===== src/rtl/mcc_pkg.sv =====
package mcc_pkg;

   localparam int NOTE_W = 7;
   localparam int VEL_W  = 7;
   localparam int SIZE_W = 4;
   localparam int MAX_W  = 4;
   localparam int REQ_W  = 2;
   localparam int CSR_AW = 3;
   localparam int CSR_DW = 32;

   localparam logic [MAX_W-1:0]  MAX_NOTES_RESET = 4'd8;
   localparam logic [NOTE_W-1:0] NOTE_TOP        = 7'd127;

   // register index, taken from paddr above the byte offset
   localparam logic [CSR_AW-3:0] REG_MAX_NOTES = 1'b0;

   typedef enum logic [REQ_W-1:0] {
      REQ_START    = 2'd0,
      REQ_NOTE_ON  = 2'd1,
      REQ_NOTE_OFF = 2'd2,
      REQ_UNUSED   = 2'd3
   } req_code_type;

endpackage


===== src/rtl/midi_chord_capture.sv =====
// channel  | direction | beat contents
// req_     | in        | req_type, req_note_number, req_note_velocity
// rsp_     | out       | rsp_chord_note, rsp_chord_size, rsp_last_velocity, rsp_is_last
// csr_     | in/out    | apb-style access to max_notes at byte address 0
//
// one beat at a time: a start or ignored beat is handled in idle; a note on/off adds
// a serial scan through the note store (one read port)
// a completed chord of n notes takes n rounds of a min search through the note store
// reset (synchronous) empties the chord, clears the kept velocity, sets max_notes to 8
// the result register decouples the sides: the last beat may wait while a new
// request is taken; a stalled result only holds up the next chord round

module midi_chord_capture #(
   parameter int CHORD_SLOTS = 8
) (
   input  logic                                clock,
   input  logic                                reset,
   input  logic                                req_valid,
   output logic                                req_ready,
   input  logic [mcc_pkg::REQ_W-1:0]           req_type,
   input  logic [mcc_pkg::NOTE_W-1:0]          req_note_number,
   input  logic [mcc_pkg::VEL_W-1:0]           req_note_velocity,
   output logic                                rsp_valid,
   input  logic                                rsp_ready,
   output logic [mcc_pkg::NOTE_W-1:0]          rsp_chord_note,
   output logic [mcc_pkg::SIZE_W-1:0]          rsp_chord_size,
   output logic [mcc_pkg::VEL_W-1:0]           rsp_last_velocity,
   output logic                                rsp_is_last,
   input  logic                                csr_psel,
   input  logic                                csr_penable,
   input  logic                                csr_pwrite,
   input  logic [mcc_pkg::CSR_AW-1:0]          csr_paddr,
   input  logic [mcc_pkg::CSR_DW-1:0]          csr_pwdata,
   output logic [mcc_pkg::CSR_DW-1:0]          csr_prdata,
   output logic                                csr_pready
);
   import mcc_pkg::*;

   // count reaches the number of slots, address covers them
   localparam int CW = $clog2(CHORD_SLOTS + 1);
   localparam int AW = (CHORD_SLOTS > 1) ? $clog2(CHORD_SLOTS) : 1;
   localparam int LW = (CW > MAX_W) ? CW : MAX_W;

   typedef enum logic [1:0] {
      ST_IDLE,   // waiting for a request beat
      ST_MATCH,  // serial search of the store for the request note
      ST_MIN,    // serial search for the next note of the sorted run
      ST_PICK    // hand the found note to the result register
   } state_type;

   state_type            state_ff;
   req_code_type         op_ff;
   logic [NOTE_W-1:0]    note_ff;
   logic [VEL_W-1:0]     vel_ff;
   logic [VEL_W-1:0]     kept_vel_ff;
   logic [CW-1:0]        count_ff;
   logic [CW-1:0]        held_ff;      // stored notes still carrying the held mark
   logic [MAX_W-1:0]     max_notes_ff;

   // scan pipeline around the store's registered read
   logic [CW-1:0]        rd_idx_ff;
   logic                 cmp_vld_ff;
   logic [AW-1:0]        cmp_idx_ff;
   logic [NOTE_W:0]      rd_data_ff;

   // sorted run emission
   logic [CW-1:0]        round_ff;
   logic [NOTE_W-1:0]    best_ff;
   logic [NOTE_W-1:0]    prev_ff;
   logic                 have_prev_ff;

   logic                 rsp_valid_ff;
   logic [NOTE_W-1:0]    rsp_note_ff;
   logic [SIZE_W-1:0]    rsp_size_ff;
   logic [VEL_W-1:0]     rsp_vel_ff;
   logic                 rsp_last_ff;

   // note store: bit 7 is the held mark, bits 6..0 the note
   logic [NOTE_W:0]      store_mem [CHORD_SLOTS];

   logic [LW-1:0]        lim_cap;
   logic                 at_limit;
   logic                 issue;
   logic                 scan_done;
   logic [NOTE_W-1:0]    rd_note;
   logic                 rd_held;
   logic                 hit;
   logic                 better;
   logic                 slot_free;
   logic                 run_last;
   logic                 csr_hit;
   logic                 wr_en;
   logic [AW-1:0]        wr_addr;
   logic [NOTE_W:0]      wr_data;

   // limit is max_notes capped at the slot count
   assign lim_cap  = (LW'(max_notes_ff) > LW'(CHORD_SLOTS)) ? LW'(CHORD_SLOTS)
                                                             : LW'(max_notes_ff);
   assign at_limit = LW'(count_ff) >= lim_cap;

   assign issue     = rd_idx_ff != count_ff;
   assign scan_done = !issue && !cmp_vld_ff;
   assign rd_note   = rd_data_ff[NOTE_W-1:0];
   assign rd_held   = rd_data_ff[NOTE_W];
   assign hit       = cmp_vld_ff && (rd_note == note_ff);
   // next candidate: smallest note above the one sent last
   assign better    = cmp_vld_ff && (rd_note < best_ff) && (!have_prev_ff || rd_note > prev_ff);
   assign slot_free = !rsp_valid_ff || rsp_ready;
   assign run_last  = (round_ff + CW'(1)) == count_ff;

   assign csr_hit = csr_paddr[CSR_AW-1:2] == REG_MAX_NOTES;

   // store writes: release a held note on note off, append on a new note on
   always_comb begin
      wr_en   = 1'b0;
      wr_addr = cmp_idx_ff;
      wr_data = {1'b0, note_ff};
      if (state_ff == ST_MATCH) begin
         if (hit && op_ff == REQ_NOTE_OFF && rd_held) begin
            wr_en = 1'b1;
         end else if (scan_done && op_ff == REQ_NOTE_ON) begin
            wr_en   = 1'b1;
            wr_addr = count_ff[AW-1:0];
            wr_data = {1'b1, note_ff};
         end
      end
   end

   always_ff @(posedge clock) begin
      if (wr_en) begin
         store_mem[wr_addr] <= wr_data;
      end
      rd_data_ff <= store_mem[rd_idx_ff[AW-1:0]];
   end

   always_ff @(posedge clock) begin
      if (reset) begin
         state_ff     <= ST_IDLE;
         count_ff     <= '0;
         held_ff      <= '0;
         kept_vel_ff  <= '0;
         max_notes_ff <= MAX_NOTES_RESET;
         rsp_valid_ff <= 1'b0;
         cmp_vld_ff   <= 1'b0;
      end else begin
         if (csr_psel && csr_penable && csr_pwrite && csr_hit) begin
            max_notes_ff <= csr_pwdata[MAX_W-1:0];
         end

         // a new beat loaded in pick replaces the one taken
         if (rsp_valid_ff && rsp_ready && state_ff != ST_PICK) begin
            rsp_valid_ff <= 1'b0;
         end

         // one store entry read per cycle while scanning; the match scan
         // stops advancing once it leaves
         if ((state_ff == ST_MATCH && !hit && !scan_done) || state_ff == ST_MIN) begin
            cmp_vld_ff <= issue;
            cmp_idx_ff <= rd_idx_ff[AW-1:0];
            if (issue) begin
               rd_idx_ff <= rd_idx_ff + CW'(1);
            end
         end

         unique case (state_ff)
            ST_IDLE: begin
               if (req_valid) begin
                  op_ff      <= req_code_type'(req_type);
                  note_ff    <= req_note_number;
                  vel_ff     <= req_note_velocity;
                  rd_idx_ff  <= '0;
                  cmp_vld_ff <= 1'b0;
                  case (req_code_type'(req_type))
                     REQ_START: begin
                        count_ff <= '0;
                        held_ff  <= '0;
                     end
                     REQ_NOTE_ON: begin
                        if (!at_limit) begin
                           state_ff <= ST_MATCH;
                        end
                     end
                     REQ_NOTE_OFF: begin
                        if (count_ff != '0) begin
                           state_ff <= ST_MATCH;
                        end
                     end
                     default: begin
                     end
                  endcase
               end
            end

            ST_MATCH: begin
               if (hit) begin
                  // a stored note: note on is a duplicate, note off releases it
                  if (op_ff == REQ_NOTE_ON) begin
                     state_ff <= ST_IDLE;
                  end else begin
                     if (rd_held) begin
                        held_ff <= held_ff - CW'(1);
                     end
                     if (rd_held ? (held_ff == CW'(1)) : (held_ff == '0)) begin
                        state_ff     <= ST_MIN;
                        rd_idx_ff    <= '0;
                        cmp_vld_ff   <= 1'b0;
                        round_ff     <= '0;
                        have_prev_ff <= 1'b0;
                        best_ff      <= NOTE_TOP;
                     end else begin
                        state_ff <= ST_IDLE;
                     end
                  end
               end else if (scan_done) begin
                  if (op_ff == REQ_NOTE_ON) begin
                     count_ff    <= count_ff + CW'(1);
                     held_ff     <= held_ff + CW'(1);
                     kept_vel_ff <= vel_ff;
                     state_ff    <= ST_IDLE;
                  end else if (held_ff == '0) begin
                     state_ff     <= ST_MIN;
                     rd_idx_ff    <= '0;
                     cmp_vld_ff   <= 1'b0;
                     round_ff     <= '0;
                     have_prev_ff <= 1'b0;
                     best_ff      <= NOTE_TOP;
                  end else begin
                     state_ff <= ST_IDLE;
                  end
               end
            end

            ST_MIN: begin
               if (better) begin
                  best_ff <= rd_note;
               end
               if (scan_done) begin
                  state_ff <= ST_PICK;
               end
            end

            ST_PICK: begin
               if (slot_free) begin
                  rsp_valid_ff <= 1'b1;
                  rsp_note_ff  <= best_ff;
                  rsp_size_ff  <= SIZE_W'(count_ff);
                  rsp_vel_ff   <= kept_vel_ff;
                  rsp_last_ff  <= run_last;
                  if (run_last) begin
                     state_ff <= ST_IDLE;
                  end else begin
                     prev_ff      <= best_ff;
                     have_prev_ff <= 1'b1;
                     best_ff      <= NOTE_TOP;
                     round_ff     <= round_ff + CW'(1);
                     rd_idx_ff    <= '0;
                     cmp_vld_ff   <= 1'b0;
                     state_ff     <= ST_MIN;
                  end
               end
            end

            default: begin
               state_ff <= ST_IDLE;
            end
         endcase
      end
   end

   assign req_ready         = state_ff == ST_IDLE;
   assign rsp_valid         = rsp_valid_ff;
   assign rsp_chord_note    = rsp_note_ff;
   assign rsp_chord_size    = rsp_size_ff;
   assign rsp_last_velocity = rsp_vel_ff;
   assign rsp_is_last       = rsp_last_ff;

   assign csr_pready = 1'b1;
   assign csr_prdata = csr_hit ? CSR_DW'(max_notes_ff) : '0;

endmodule


===== config.mk =====
export PLATFORM = sky130hd
export DESIGN_NAME = midi_chord_capture
export DESIGN_NICKNAME = d
export VERILOG_FILES = /design/src/rtl/mcc_pkg.sv /design/src/rtl/midi_chord_capture.sv
export SDC_FILE = /design/constraint.sdc
export NUM_CORES = 1
export LEC_CHECK = 0
export ABC_CLOCK_PERIOD_IN_PS = 8500
export BUFFER_PORTS_ARGS = -buffer_cell sky130_fd_sc_hd__buf_2
export CAP_MARGIN = 20
export CORE_MARGIN = 2
export CORE_UTILIZATION = 50
export DETAILED_ROUTE_END_ITERATION = 10
export MAX_ROUTING_LAYER = met4
export PLACE_DENSITY = 0.81
export SYNTH_ARGS = -nofsm -noshare
export SYNTH_HDL_FRONTEND = slang
export SYNTH_SLANG_ARGS = --single-unit
export TNS_END_PERCENT = 30

===== constraint.sdc =====
create_clock -name clock -period 8.5 [get_ports clock]
set_input_delay 0.425 -clock clock [delete_from_list [all_inputs] [get_ports clock]]
set_output_delay 0.425 -clock clock [all_outputs]
set_load 0.01 [all_outputs]

# After elaboration in Yosys (flattened, before gate mapping)
# Memory sizes are Yosys's and may differ from the RTL's. A register that Yosys moved wholly into a read port is not among the register bits.
# Index checks and enable logic that the tools add are counted.
# op_classes
reduce_logical	40
muxes	94
order_cmp	4
bitwise_logic	4
n_eq_ne	31
n_addsub	5
# op_table
operator	count
two-way mux 4 bit	31
two-way mux 7 bit	9
two-way mux 1 bit	27
two-way mux 2 bit	12
two-way mux 8 bit	3
case mux 4 bit (2 select lines)	3
case mux 7 bit (3 select lines)	1
!= test 2 bit (second input constant)	9
adder 4 x 1 -> 4 bit (second input constant)	4
!= test 3 bit (second input constant)	5
logical AND 1 bit	14
AND reduction 7 bit	2
case mux 4 bit (3 select lines)	1
two-way mux 3 bit	3
!= test 3 x 2 -> 1 bit (second input constant)	3
AND reduction 9 bit	1
equality test 2 bit (second input constant)	4
case mux 2 bit (4 select lines)	1
AND reduction 4 bit	2
AND reduction 8 bit	1
equality test 7 bit	1
greater-than comparator 7 bit	1
< comparator 7 bit	1
equality test 2 x 1 -> 1 bit (second input constant)	3
other kinds (22)	36
# totals
mem_bits_rw	64
memories	1
elab_cells	199
ff_bits	84
out_inout_bits	54
inputBits	58
# memory_table
name	words	word_bits	read_ports	rd_ports_with_merged_regs	write_ports	line	text
store_mem	8	8	1	1	1	midi_chord_capture.sv:79	logic [NOTE_W:0] store_mem [CHORD_SLOTS];

# Longest topological paths before layout
# depth
ltp_word	12
ltp_mapped	8
mapped_depth_nobuf	7

# Worst setup path after synthesis
# OpenSTA, ideal clock, no wires.
# synth_path
path_type	register -> register
from	register state_ff[1]
to	register prev_ff[0] (enable)
slack_ps	5319
t_arrival_ps	2816
setup_ps	365
synth_period_minus_slack_ps	3181
stages_incl_launch_ff	5
cell_sequence	dfxtp_1 buf_1 nand2_1 nor3_1 nor2b_1
# synth_between
elab_chain_cells	2
# synth_rtl
item	line	text
start: declaration	midi_chord_capture.sv:51	state_type state_ff;
start signal: assignment	midi_chord_capture.sv:138	state_ff <= ST_IDLE;
start signal: assignment	midi_chord_capture.sv:180	state_ff <= ST_MATCH;
start signal: assignment	midi_chord_capture.sv:185	state_ff <= ST_MATCH;
equality test 2 bit	midi_chord_capture.sv:165	unique case (state_ff)
AND reduction 4 bit (no line)	-	
end signal: assignment	midi_chord_capture.sv:252	prev_ff <= best_ff;
end: declaration	midi_chord_capture.sv:69	logic [NOTE_W-1:0] prev_ff;
# Every way passes these cells.
# A chain may end at the register's enable or synchronous reset.

# Final worst setup path
# layout_path
from	register rd_idx_ff[1]
to	memory store_mem[2][1] in the netlist's numbering (enable)
# layout_between
elab_chain_cells	9
elab_cells_between_ends	12
cone_classes	eq/ne: 1; mux: 8; reduce/logical: 3
# layout_rtl
item	line	text
start: declaration	midi_chord_capture.sv:61	logic [CW-1:0] rd_idx_ff;
start signal: assignment	midi_chord_capture.sv:161	rd_idx_ff <= rd_idx_ff + CW'(1);
!= test 4 bit *	midi_chord_capture.sv:101	assign issue = rd_idx_ff != count_ff;
zero test 1 bit *	midi_chord_capture.sv:102	assign scan_done = !issue && !cmp_vld_ff;
logical AND 1 bit *	midi_chord_capture.sv:102	
logical AND 1 bit *	midi_chord_capture.sv:121	end else if (scan_done && op_ff == REQ_NOTE_ON) begin
two-way mux 1 bit	midi_chord_capture.sv:121	
two-way mux 1 bit	midi_chord_capture.sv:119	if (hit && op_ff == REQ_NOTE_OFF && rd_held) begin
two-way mux 1 bit	midi_chord_capture.sv:118	if (state_ff == ST_MATCH) begin
two-way mux 1 bit	midi_chord_capture.sv:130	if (wr_en) begin
two-way mux 1 bit (not written as such)	midi_chord_capture.sv:131	store_mem[wr_addr] <= wr_data;
end: declaration	midi_chord_capture.sv:79	
# Mark *: on every way between the ends. The rest lies on a longest branch, timed or not.

==> results.md <==
- Min-delay src: req_note_velocity[2]
- Crit path buf inv count: 1
- Number of distinct library cells after synthesis: 63
- Iter 0 DRT Violations: 337
- Post-synthesis mux area share: 7.596%
- Final #Nets: 670
- Adder-Cell Fraction of Synth Area: 4.220%
- Max Cap Violations: 0
- Post-route minimum period: 3.885 ns
- H-Tree Depth: 4
- VDD IR max: 0.1318 mV
- Worst R2R Start: rd_idx_ff[1]
- Placed instance area: 7440 sq um
- Seq/Total Area, Yosys: 61.47%
- Post-Synth Simple-Gate Area: 10.92%
- Regs by FF count: store_mem (64), rd_data_ff (8)
- RSZ-0062 raised after global routing: false
- Clock transition at the registers of the reported paths: 0.06 ns
- CTS resizes: 0
- Data required time of the worst path: 8.55 ns
- Clock share of power: 39.9%
- WL/cell: 17.73 um
- Total GRT Usage: 19.55%
- Area leader, netlist: edfxtp_1
- Synth Warn #: 0
- Class of the most critical setup path: flop to flop
- CTS Buffer Depth: 2
- IO buf count: 52
- Status: completed
- Avg Inst Size Synth: 13.35 sq um
- Clock Sinks: 156
- Synth Flop Type: edfxtp_1
- DR vias: 4446
- Design Power: 1.801 mW
- Vias in the first global route: 4308
- Final Cell Area: 8003 sq um
- Pwr dens: 225.0 nW/um^2
- P_int: 1.362 mW
- Synth Area in Compound Gates: 7.737%
- Gpl congestion: 0.9146
- Die H: 123.3 um
- Async S/R FF share, synth: 0%
- Final ANT Viol Nets: 0
- Pin count of the biggest net entering global routing: 25
- Clock root cell: clkbuf_16
- First-pass GRT wire length: 21540 um
- Top cells by count, synth: edfxtp_1, nand2_1, dfxtp_1, buf_4, nor2_1
- Die width: 123.3 um
- Max stage delay on crit path: 0.99 ns
- Vias/cell: 5.693
- Cell family with most CP delay: simple AND/OR/NAND/NOR gates
- Total CTS buffers: 17
- Seq pwr share: 49.7%
- 1st-pass router iterations: 5
- Sw frac: 24.38%
- Crit path max-delay cell type: edfxtp_1
- Detailed placer's ending HPWL: 9577 um
- Register name with the most flops: store_mem
- Die footprint: 15200 sq um
- P_leak: 2.934 nW
- Final hold viol count: 0
- Starting Density: 51.26%
- Core area: 13880 sq um
- Worst-margin pin slew: 0.9849 ns
- DRT Wirelength: 13850 um
- Post-Synthesis Cells: 533
- Synth top area cells: edfxtp_1, dfxtp_1, mux4_2
- Total gr overflow: 0
- Top-count cell post-synth: edfxtp_1
- Largest family of logic cells by synthesized area: simple AND/OR/NAND/NOR gates
- Pins Over Slew Limit: 0
- Area delta synth->final: 12.47%
- CTS tree: built
- Hold Slack: 0.1748 ns
- EDFF count, synth: 125
- Final Cycle Share: 45.71%
- DRC viols: 0
- Hold endpoint: vel_ff[2]
- Reg2reg end: store_mem[2][1]
- Mapped Area: 7116 sq um
- Initial antenna violation count: 0
- Register-to-register setup slack: 4.61 ns
- Switching power: 0.4389 mW
- Synth Area in XOR/XNOR: 2.497%
- Crit-path cells: xor2_1 > nor4_2 > nand2_1 > inv_1 > a22oi_1 > nor2_1
- Worst min-delay path category: input port to flop
- Hold path depth: 1
- Diode count: 0
- Crit Path Max Fanout: 22
- Postcts setup bufs: 0
- Setup violations, final: 0
- Share of layout cells above drive strength 1: 20.13%
- Clock Latency Late Sink: 0.43 ns
- R2R cell count: 6
- Yosys reg bits: 156
- Slew HR: 34.34%
- Crit. End Element: flop
- Max FFs per register: 64
- Standard-cell rows: 43
- Critical Path AT: 3.93 ns
- Ports: 112
- Fmax: 0.2574 GHz
- Top cell type's share of synthesized area: 52.75%
- Setup TNS: 0 ns
- Startpoint types: flop
- Power share of the combinational group: 10.5%
- Hold Buf Count CTS: 0
- Setup Skew: 0.008665 ns
==> final cells by class <==
cell class / instances / area, sq um
Clock inverter: 14 / 126.4
Fill cell: 1076 / 5878
Clock buffer: 18 / 429.2
Inverter: 24 / 90.09
Tap cell: 180 / 225.2
Timing Repair Buffer: 57 / 297.8
Sequential cell: 156 / 4374
Multi-Input combinational cell: 332 / 2460
==> layout by cell type, fill, tap and decap left out, types with 10 or more instances in the layout <==
cell type / count
edfxtp_1: 125
buf_2: 52
nand2_1: 33
dfxtp_1: 31
nor2_1: 29
conb_1: 29
ha_1: 24
inv_1: 23
a21oi_1: 22
clkbuf_16: 17
mux4_2: 16
o21ai_0: 13
nand3_1: 11
xnor2_1: 10
nor3_1: 10
nor2b_1: 10
nand2b_1: 10
==> through the flow <==
| stage | util [%] | worst slack, ns | std cells |
|---|---|---|---|
| after floorplan | - | 5.319 | 560 |
| after global placement | 53.60 | 4.026 | 748 |
| after detailed placement | 53.60 | 3.748 | 748 |
| after CTS | 57.60 | 3.672 | 780 |
| after global routing | 57.65 | 4.250 | 781 |
| final | 57.65 | 4.615 | 781 |
==> cells by family (layout without fill, tap and decap cells) <==
| family | Yosys count | after routing |
|---|---|---|
| flip-flops | 156 | 156 |
| AND/OR/NAND/NOR | 148 | 148 |
| other | 2 | 29 |
| multiplexers | 33 | 33 |
| XOR/XNOR | 17 | 17 |
| buffers and inverters | 72 | 113 |
| AO/OA/AOI/OAI | 81 | 81 |
| adder cells (fa/ha/maj) | 24 | 24 |
==> metal layers <==
metal / GRT usage, % / share of wire, %
met1: 24.81 / 42
met3: 4.151 / 6.1
met5: - / 0
met4: 8.523 / 2.0
met2: 30.53 / 50
==> power groups by stage <==
stage | clock network, mW | logic, mW | registers (mW)
6_report | 0.718 | 0.188 | 0.894
5_1_grt | 0.757 | 0.207 | 0.899
4_1_cts | 0.728 | 0.186 | 0.893
3_5_place_dp | 0 | 0.184 | 0.909
3_3_place_gp | 0 | 0.175 | 0.906
2_1_floorplan | 0 | 0.159 | 0.888
==> how the worst max path moves through the flow <==
stage,start,slack (ns),endpoint,depth (start not counted)
after floorplan,state_ff[1],5.32,prev_ff[0],4
after global placement,rd_idx_ff[1],4.03,store_mem[3][1],6
after detailed placement,rd_idx_ff[1],3.75,store_mem[2][2],6
after CTS,rd_idx_ff[1],3.67,store_mem[2][3],6
after global routing,rd_idx_ff[1],4.25,store_mem[2][1],6
final,rd_idx_ff[1],4.61,store_mem[2][1],6
No activity file was read; power rests on OpenSTA's default activity.
